<file path="config.mk">
export PLATFORM = sky130hd
export DESIGN_NAME = api_frame_receive_parser_top
export DESIGN_NICKNAME = d
export VERILOG_FILES = /design/src/afrp_pkg.sv /design/src/api_frame_receive_parser_top.sv /design/src/afrp_front.sv /design/src/afrp_back.sv
export SDC_FILE = /design/constraint.sdc
export NUM_CORES = 1
export LEC_CHECK = 0
export BUFFER_PORTS_ARGS = -buffer_cell sky130_fd_sc_hd__buf_2
export CELL_PAD_IN_SITES_DETAIL_PLACEMENT = 0
export CELL_PAD_IN_SITES_GLOBAL_PLACEMENT = 1
export CORE_AREA = 2 2 200 202
export DETAILED_ROUTE_END_ITERATION = 16
export DIE_AREA = 0 0 202 204
export MAX_ROUTING_LAYER = met4
export PLACE_DENSITY_LB_ADDON = 0.1
export SYNTH_ARGS = -nofsm -noshare
export SYNTH_HDL_FRONTEND = slang
export SYNTH_SLANG_ARGS = --single-unit
</file>
<file path="constraint.sdc">
create_clock -name clk_i -period 9.55 [get_ports clk_i]
set_clock_uncertainty 0.15 [all_clocks]
set_input_delay 1.4325 -clock clk_i [delete_from_list [all_inputs] [get_ports clk_i]]
set_output_delay 1.4325 -clock clk_i [all_outputs]
set_load 0.005 [all_outputs]
</file>
<file path="src/afrp_pkg.sv">
// ----------------------------------------------------------------------------
// afrp_pkg
// Shared types and constants of the API frame receive parser.
// ----------------------------------------------------------------------------
package afrp_pkg;

  localparam logic [7:0] StartByte   = 8'h7E;
  localparam logic [7:0] SumGood     = 8'hFF;
  localparam logic [7:0] TypeExplRx  = 8'h91;
  localparam logic [7:0] TypeAtResp  = 8'h88;
  localparam logic [7:0] TypeModem   = 8'h8A;
  localparam logic [7:0] TypeRouteRq = 8'hA3;
  localparam logic [7:0] AtDataStart = 8'h05;
  localparam logic [7:0] ExplRxSkip  = 8'd18;

  localparam logic [2:0] StRxOk    = 3'd0;
  localparam logic [2:0] StAtOk    = 3'd1;
  localparam logic [2:0] StModem   = 3'd2;
  localparam logic [2:0] StRouteRq = 3'd3;
  localparam logic [2:0] StUnknown = 3'd4;
  localparam logic [2:0] StTimeout = 3'd5;
  localparam logic [2:0] StBadStrt = 3'd6;
  localparam logic [2:0] StBadSum  = 3'd7;

  localparam logic CmdByte = 1'b0;
  localparam logic CmdTick = 1'b1;

  localparam int QDepth = 2;
  localparam int QPtrW  = 1;

  typedef enum logic {PhHead, PhBody} phase_e;

  typedef struct packed {
    logic        kind;
    logic [7:0]  data_byte;
    logic [2:0]  status;
    logic [63:0] ieee_address;
    logic [15:0] network_address;
    logic [7:0]  source_endpoint;
    logic [7:0]  dest_endpoint;
    logic [15:0] cluster_id;
    logic [15:0] profile_id;
    logic [7:0]  payload_length;
  } result_t;

  // Request as accepted from the slave stream and held in the front queue.
  typedef struct packed {
    logic        tick;
    logic [7:0]  rx_byte;
  } req_t;

endpackage

</file>
<file path="src/api_frame_receive_parser_top.sv">
// ----------------------------------------------------------------------------
// api_frame_receive_parser_top
// Serial API frame receiver: parses frames, passes payload, reports status.
// ----------------------------------------------------------------------------
// Slave stream: one request per received byte (tuser = 0) or timer tick
// (tuser = 1), byte in tdata. Master stream: payload bytes (tuser = 0) and
// one end-of-frame status (tuser = 1, tlast = 1) with header fields.
// A request passes a two-entry queue, then the parser, which handles one
// request per cycle while not stalled and registers its result: the request
// is registered in the queue, then the result in the output register.
// The parser stalls while the output register is full and not taken; the
// queue then fills and s_axis_tready drops. Nothing is dropped.
// Reset empties the queue and output, returns to header search and clears
// timeout_ticks (APB register 0 at address 0).
// ----------------------------------------------------------------------------
`default_nettype none
module api_frame_receive_parser_top (
  input  wire logic         clk_i,
  input  wire logic         rst_ni,
  input  wire logic         psel,
  input  wire logic         penable,
  input  wire logic         pwrite,
  input  wire logic [0:0]   paddr,
  input  wire logic [31:0]  pwdata,
  output      logic [31:0]  prdata,
  output      logic         pready,
  input  wire logic         s_axis_tvalid,
  output      logic         s_axis_tready,
  input  wire logic [7:0]   s_axis_tdata,   // rx_byte
  input  wire logic         s_axis_tuser,   // command
  output      logic         m_axis_tvalid,
  input  wire logic         m_axis_tready,
  // data_byte, status, ieee_address, network_address, source_endpoint,
  // dest_endpoint, cluster_id, profile_id, payload_length
  output      logic [151:0] m_axis_tdata,
  output      logic         m_axis_tuser,   // kind
  output      logic         m_axis_tlast    // kind
);
  import afrp_pkg::*;

  logic [15:0] tmo_q;
  logic        q_valid, q_ready;
  req_t        in_req, q_req;
  result_t     res;

  assign pready = 1'b1;
  assign prdata = (paddr == 1'b0) ? {16'd0, tmo_q} : 32'd0;

  always_ff @(posedge clk_i or negedge rst_ni) begin
    if (!rst_ni) tmo_q <= '0;
    else if (psel && penable && pwrite && paddr == 1'b0) tmo_q <= pwdata[15:0];
  end

  assign in_req.tick    = s_axis_tuser;
  assign in_req.rx_byte = s_axis_tdata;

  afrp_front u_front (
    .clk_i, .rst_ni,
    .in_valid_i(s_axis_tvalid), .in_ready_o(s_axis_tready), .in_req_i(in_req),
    .q_valid_o(q_valid), .q_ready_i(q_ready), .q_req_o(q_req)
  );

  afrp_back u_back (
    .clk_i, .rst_ni, .timeout_ticks_i(tmo_q),
    .q_valid_i(q_valid), .q_ready_o(q_ready), .q_req_i(q_req),
    .out_valid_o(m_axis_tvalid), .out_ready_i(m_axis_tready), .out_res_o(res)
  );

  assign m_axis_tuser = res.kind;
  assign m_axis_tlast = res.kind;
  assign m_axis_tdata = {5'd0, res.payload_length, res.profile_id, res.cluster_id,
                         res.dest_endpoint, res.source_endpoint, res.network_address,
                         res.ieee_address, res.status, res.data_byte};

endmodule
`default_nettype wire

</file>
<file path="src/afrp_front.sv">
// ----------------------------------------------------------------------------
// afrp_front
// Input stage and request queue; accepts requests and holds them for the back.
// ----------------------------------------------------------------------------
`default_nettype none
module afrp_front (
  input  wire logic          clk_i,
  input  wire logic          rst_ni,
  input  wire logic          in_valid_i,
  output      logic          in_ready_o,
  input  wire afrp_pkg::req_t in_req_i,
  output      logic          q_valid_o,
  input  wire logic          q_ready_i,
  output      afrp_pkg::req_t q_req_o
);
  import afrp_pkg::*;

  req_t            mem_q [QDepth];
  logic [QPtrW-1:0] wr_q, rd_q;
  logic [QPtrW:0]   cnt_q;
  logic             push, pop;

  assign in_ready_o = (cnt_q != QDepth[QPtrW:0]);
  assign q_valid_o  = (cnt_q != '0);
  assign q_req_o    = mem_q[rd_q];
  assign push       = in_valid_i && in_ready_o;
  assign pop        = q_valid_o && q_ready_i;

  always_ff @(posedge clk_i or negedge rst_ni) begin
    if (!rst_ni) begin
      wr_q  <= '0;
      rd_q  <= '0;
      cnt_q <= '0;
    end else begin
      if (push) wr_q <= wr_q + 1'b1;
      if (pop) rd_q <= rd_q + 1'b1;
      cnt_q <= cnt_q + {{QPtrW{1'b0}}, push} - {{QPtrW{1'b0}}, pop};
    end
  end

  always_ff @(posedge clk_i) begin
    if (push) mem_q[wr_q] <= in_req_i;
  end

endmodule
`default_nettype wire

</file>
<file path="src/afrp_back.sv">
// ----------------------------------------------------------------------------
// afrp_back
// Frame parser and output register; one request per cycle unless stalled.
// ----------------------------------------------------------------------------
`default_nettype none
module afrp_back (
  input  wire logic             clk_i,
  input  wire logic             rst_ni,
  input  wire logic [15:0]      timeout_ticks_i,
  input  wire logic             q_valid_i,
  output      logic             q_ready_o,
  input  wire afrp_pkg::req_t   q_req_i,
  output      logic             out_valid_o,
  input  wire logic             out_ready_i,
  output      afrp_pkg::result_t out_res_o
);
  import afrp_pkg::*;

  phase_e      phase_q, phase_d;
  logic [7:0]  idx_q, idx_d, len_q, len_d, sum_q, sum_d, type_q, type_d, cst_q, cst_d;
  logic        sok_q, sok_d;
  logic [63:0] h0_q, h0_d, h1_q, h1_d;
  logic [15:0] idle_q, idle_d, idle_inc;
  logic        ov_q, emit;
  result_t     res_q, res;
  logic        take;
  logic [7:0]  b, k, ftype, extra;

  assign q_ready_o   = !ov_q || out_ready_i;
  assign take        = q_valid_i && q_ready_o;
  assign out_valid_o = ov_q;
  assign out_res_o   = res_q;
  assign b           = q_req_i.rx_byte;
  assign k           = idx_q;

  always_comb begin
    phase_d = phase_q; idx_d = idx_q; len_d = len_q; sum_d = sum_q;
    type_d = type_q; cst_d = cst_q; sok_d = sok_q; h0_d = h0_q; h1_d = h1_q;
    idle_d = idle_q; emit = 1'b0; res = '0; extra = 8'd0;
    idle_inc = (idle_q != 16'hFFFF) ? idle_q + 16'd1 : idle_q;
    ftype = (k == 8'd0) ? b : type_q;
    if (q_req_i.tick == CmdTick) begin
      if (phase_q == PhBody && timeout_ticks_i != 16'd0) begin
        idle_d = idle_inc;
        if (idle_inc >= timeout_ticks_i) begin
          phase_d = PhHead; idx_d = 8'd0; idle_d = 16'd0;
          emit = 1'b1; res.kind = 1'b1; res.status = StTimeout;
        end
      end
    end else if (phase_q == PhHead) begin
      if (idx_q == 8'd0) begin
        sok_d = (b == StartByte); idx_d = 8'd1;
      end else if (idx_q == 8'd1) begin
        idx_d = 8'd2;
      end else begin
        len_d = b; idx_d = 8'd0;
        if (!sok_q) begin
          emit = 1'b1; res.kind = 1'b1; res.status = StBadStrt;
        end else begin
          phase_d = PhBody; sum_d = 8'd0; type_d = 8'd0; cst_d = 8'd0;
          h0_d = '0; h1_d = '0; idle_d = 16'd0;
        end
      end
    end else begin
      idle_d = 16'd0;
      sum_d = sum_q + b;
      type_d = ftype;
      if (k == len_q) begin
        emit = 1'b1; res.kind = 1'b1;
        phase_d = PhHead; idx_d = 8'd0; idle_d = 16'd0;
        if (sum_d != SumGood) res.status = StBadSum;
        else if (ftype == TypeExplRx) begin
          extra = (len_q > ExplRxSkip) ? len_q - ExplRxSkip : 8'd0;
          res.status = StRxOk; res.ieee_address = h0_q;
          res.network_address = h1_q[15:0]; res.source_endpoint = h1_q[23:16];
          res.dest_endpoint = h1_q[31:24]; res.cluster_id = h1_q[47:32];
          res.profile_id = h1_q[63:48]; res.payload_length = extra;
        end else if (ftype == TypeAtResp) begin
          if (cst_q == 8'd0) begin
            extra = (len_q > AtDataStart) ? len_q - AtDataStart : 8'd0;
            res.status = StAtOk; res.payload_length = extra;
          end else res.status = StUnknown;
        end else if (ftype == TypeModem) begin
          res.status = StModem; res.data_byte = cst_q;
        end else if (ftype == TypeRouteRq) res.status = StRouteRq;
        else res.status = StUnknown;
      end else begin
        idx_d = k + 8'd1;
        if (ftype == TypeExplRx) begin
          if (k >= 8'd1 && k <= 8'd8) h0_d[(8'd8 - k) * 8 +: 8] = h0_q[(8'd8 - k) * 8 +: 8] | b;
          else begin
            case (k)
              8'd9:  h1_d[15:8]  = h1_q[15:8] | b;
              8'd10: h1_d[7:0]   = h1_q[7:0] | b;
              8'd11: h1_d[23:16] = h1_q[23:16] | b;
              8'd12: h1_d[31:24] = h1_q[31:24] | b;
              8'd13: h1_d[47:40] = h1_q[47:40] | b;
              8'd14: h1_d[39:32] = h1_q[39:32] | b;
              8'd15: h1_d[63:56] = h1_q[63:56] | b;
              8'd16: h1_d[55:48] = h1_q[55:48] | b;
              default: begin
                if (k >= ExplRxSkip) begin
                  emit = 1'b1; res.data_byte = b;
                end
              end
            endcase
          end
        end else if (ftype == TypeAtResp) begin
          if (k == 8'd4) cst_d = b;
          else if (k >= AtDataStart && cst_q == 8'd0) begin
            emit = 1'b1; res.data_byte = b;
          end
        end else if (ftype == TypeModem) begin
          if (k == 8'd1) cst_d = b;
        end
      end
    end
  end

  always_ff @(posedge clk_i or negedge rst_ni) begin
    if (!rst_ni) begin
      phase_q <= PhHead; idx_q <= '0; len_q <= '0; sum_q <= '0; type_q <= '0;
      cst_q <= '0; sok_q <= 1'b0; h0_q <= '0; h1_q <= '0; idle_q <= '0; ov_q <= 1'b0;
    end else begin
      if (take) begin
        phase_q <= phase_d; idx_q <= idx_d; len_q <= len_d; sum_q <= sum_d;
        type_q <= type_d; cst_q <= cst_d; sok_q <= sok_d; h0_q <= h0_d;
        h1_q <= h1_d; idle_q <= idle_d;
      end
      if (q_ready_o) ov_q <= take && emit;
    end
  end

  always_ff @(posedge clk_i) begin
    if (take && emit) res_q <= res;
  end

endmodule
`default_nettype wire

</file>
==> impl_metrics.ini <==
[route]
first_pass_iters = 5
ant_nets = 0
vias = 12600
drt_iter0_drc = 814
drc = 0
wl_per_cell_um = 20.1
viasPerCell = 5.51
drt-total-wl_um = 46000

[critical_path]
r2r_cells = 16
reg2reg_slack_ns = 3.69
crit_path_max_fanout = 112
critPathLaunch = u_back.idle_q[0]
crit_type = flip-flop to flip-flop
crit_buf_inv = 2
worstPathArrival_ns = 5.90
r2r-end = u_back.out_res_o[122]
startpoint_type = flip-flop
reg2reg_from = u_back.idle_q[0]
critical_path_depth = 16
end_kind = flip-flop
crit_path_cell_trace = ha_1 -> and2_1 -> and4_1 -> nand3b_1 -> and2_0 -> nand3_1 -> xnor2_1 -> ha_1 -> inv_1 -> o21ai_0 -> a41oi_1 -> o41ai_1 -> o21ai_0 -> o21ai_0 -> o21a_4 -> buf_12
endpoint = u_back.out_res_o[122]
cp_common_cell = o21ai_0
critPathSlowestCell = o21ai_0
critPathMaxStageDelay_ns = 0.60
critPathTopFamily = compound AO/OA/AOI/OAI gates
required_ns = 9.58

[global_routing]
grt_max_degree = 129
first_global_vias = 12100
grt_pass1_wl_um = 71400
antenna_found_initial = 0
grt_usage_pct = 23.0
gr-total-overflow = 0

[finish]
num_antenna_cells = 0
final_common_cell = dfrtp_1
fin_util_pct = 52.2
final_cell_mix = dfrtp_1 (207), buf_2 (198), edfxtp_1 (166)
drive_gt1_share_pct = 20.3
nets = 1821
final_cell_area_sq_um = 20400
area_growth_pct = 15.0

[timing]
tns_ns = 0
finalCritPeriodShare_pct = 61.4
timing.fmax_mhz = 171
slew_headroom_pct = 20.6
worstMarginPinSlew_ns = 1.19
rsz0062_at_grt = no
slew_viol_final = 0
min_period_ns = 5.86
final-setup-viol-count = 0
hold_viol = 0

[placement]
io_buffers = 199
gp_congestion = 0.889
place_area_sq_um = 19200
hpwl_um = 31600

[synth]
syn_area_sq_um = 17800
synth-edff-count = 166
async_flop_share_pct = 55.5
synth_cells = 1546
ys_ff_latch = 373
ys_seq_area_share_pct = 57.2
ys_types = 84
synth.avg_cell_area_sq_um = 11.5
ys_warn_count = 0
synth-main-ff-cell = dfrtp_1

[floorplan]
rows = 73
start_util_pct = 45.3
fp.dieW_um = 202
core_area_sq_um = 39200
io_pins = 238
die_y_um = 204
fp.dieArea_sq_um = 41200

[cts]
clock_path_buffers = 3
root_buffer = clkbuf_16
clock-sinks = 373
clk_latency_ns = 0.56
htreeDepth = 2
cts-hold-fix-buffers = 0
postCtsSetupBuffers = 0
ctsResizeCount = 0
cts_tree = built
cts.clk_slew.worst_paths_ns = 0.06
cts_buffers = 40

[status]
status = finished clean

[run]
max_cap_violations = 0

[power_and_ir_drop]
cellLeakagePower_nw = 8.67
worst_ir_drop_vdd_mv = 0.268
power_density_nw_per_um2 = 277

[worst_hold_path]
holdPathStages = 2
hp-class = flip-flop to flip-flop
[layout make-up]
type / instances / area (sq um)
clock buffers: 48 / 1060
clock inverters: 25 / 189
fillers: 3488 / 18700
inverters: 52 / 195
multi-input cells: 1044 / 7020
flip-flops and latches: 373 / 10200
well taps: 525 / 657
repair buffers: 217 / 1150
[sequential cells by signal, indices dropped and copies added (netlist names)]
register	flops
tmo_q	16
u_back.h1_q	64
u_back.idx_q	8
u_back.h0_q	64
u_back.out_valid_o	1
u_back.sok_q	1
u_back.sum_q	8
u_back.type_q	8
u_back.idle_q	16
u_front.rd_q	1
u_back.cst_q	8
u_back.len_q	8
u_front.wr_q	1
u_front.mem_q	18
u_back.out_res_o	148
u_back.phase_q	1
u_front.cnt_q	2
[power by group]
part           leakage, nW  total [mW]  switching, mW  internal [mW]
Sequential            4.37        2.24          0.190           2.05
Combinational         3.67        1.94           1.24          0.702
Clock                0.625        1.49          0.637          0.849
[how the worst min path moves through the flow]
stage	start	end	slack, ns
after floorplan	u_back.h1_q[0]	u_back.h1_q[0]	0.29
after global placement	u_back.h1_q[47]	u_back.h1_q[47]	0.30
after detailed placement	u_back.h1_q[39]	u_back.h1_q[39]	0.31
after CTS	u_back.h1_q[39]	u_back.h1_q[39]	0.33
after global routing	u_back.h1_q[38]	u_back.h1_q[38]	0.34
final	u_back.h1_q[58]	u_back.h1_q[58]	0.32
[worst register-to-register path: stages (launching register included)]
cell and delay (ns):
dfrtp_1 0.42, ha_1 0.22, and2_1 0.24, and4_1 0.24, nand3b_1 0.29, and2_0 0.43
nand3_1 0.15, xnor2_1 0.16, ha_1 0.30, inv_1 0.04, o21ai_0 0.14, a41oi_1 0.06
o41ai_1 0.39, o21ai_0 0.42, o21ai_0 0.60, o21a_4 0.59, buf_12 0.47
[cells in the mapped netlist (18+ instances only)]
library cell  number  area, sq um
clkbuf_1          53          199
xor2_1            18          158
nor2_1            86          323
ha_1              43          538
dfrtp_1          207         5180
o2bb2ai_1         41          359
a21oi_1           35          175
edfxtp_1         166         4980
nand2_1          164          616
o21ai_0          108          541
mux2_2            31          349
buf_4             24          180
nand3_1           25          125
mux2i_1           18          180
a22o_1            26          228
and2_1           131          820
o22ai_1           18          113
nand4_1           23          144
nor4_1            21          131
inv_1             52          195
[kinds of logic after synthesis]
kind of cell / count (synthesis) / share of synthesized area (%)
compound gates: 317 / 12.2
xor+xnor: 32 / 1.58
fa+ha+maj: 44 / 3.14
buf+inv: 149 / 3.82
flops: 373 / 57.2
mux: 66 / 5.08
other cells: 2 / 0.0423
simple gates: 563 / 17.0
[layer usage]
metal | up-vias | share of wire, % | track usage [%]
met5 | - | 0 | -
met4 | 0 | 2.2 | 6.85
met3 | 73 | 4.5 | 2.76
met2 | 333 | 47 | 36.1
met1 | 6232 | 46 | 31.7
li1 | 5948 | - | -
[through the flow]
stage          power (mW)  instances  hold WS, ns  worst slack (ns)
2_1_floorplan        3.51       1566        0.292              2.30
3_3_place_gp         4.17       2211        0.303              3.78
3_5_place_dp         4.20       2211        0.312              3.73
4_1_cts              5.70       2284        0.326              3.68
5_1_grt              5.99       2284        0.336              3.23
6_report             5.66       2284        0.317              3.69
(Power assumes the default switching activity.)
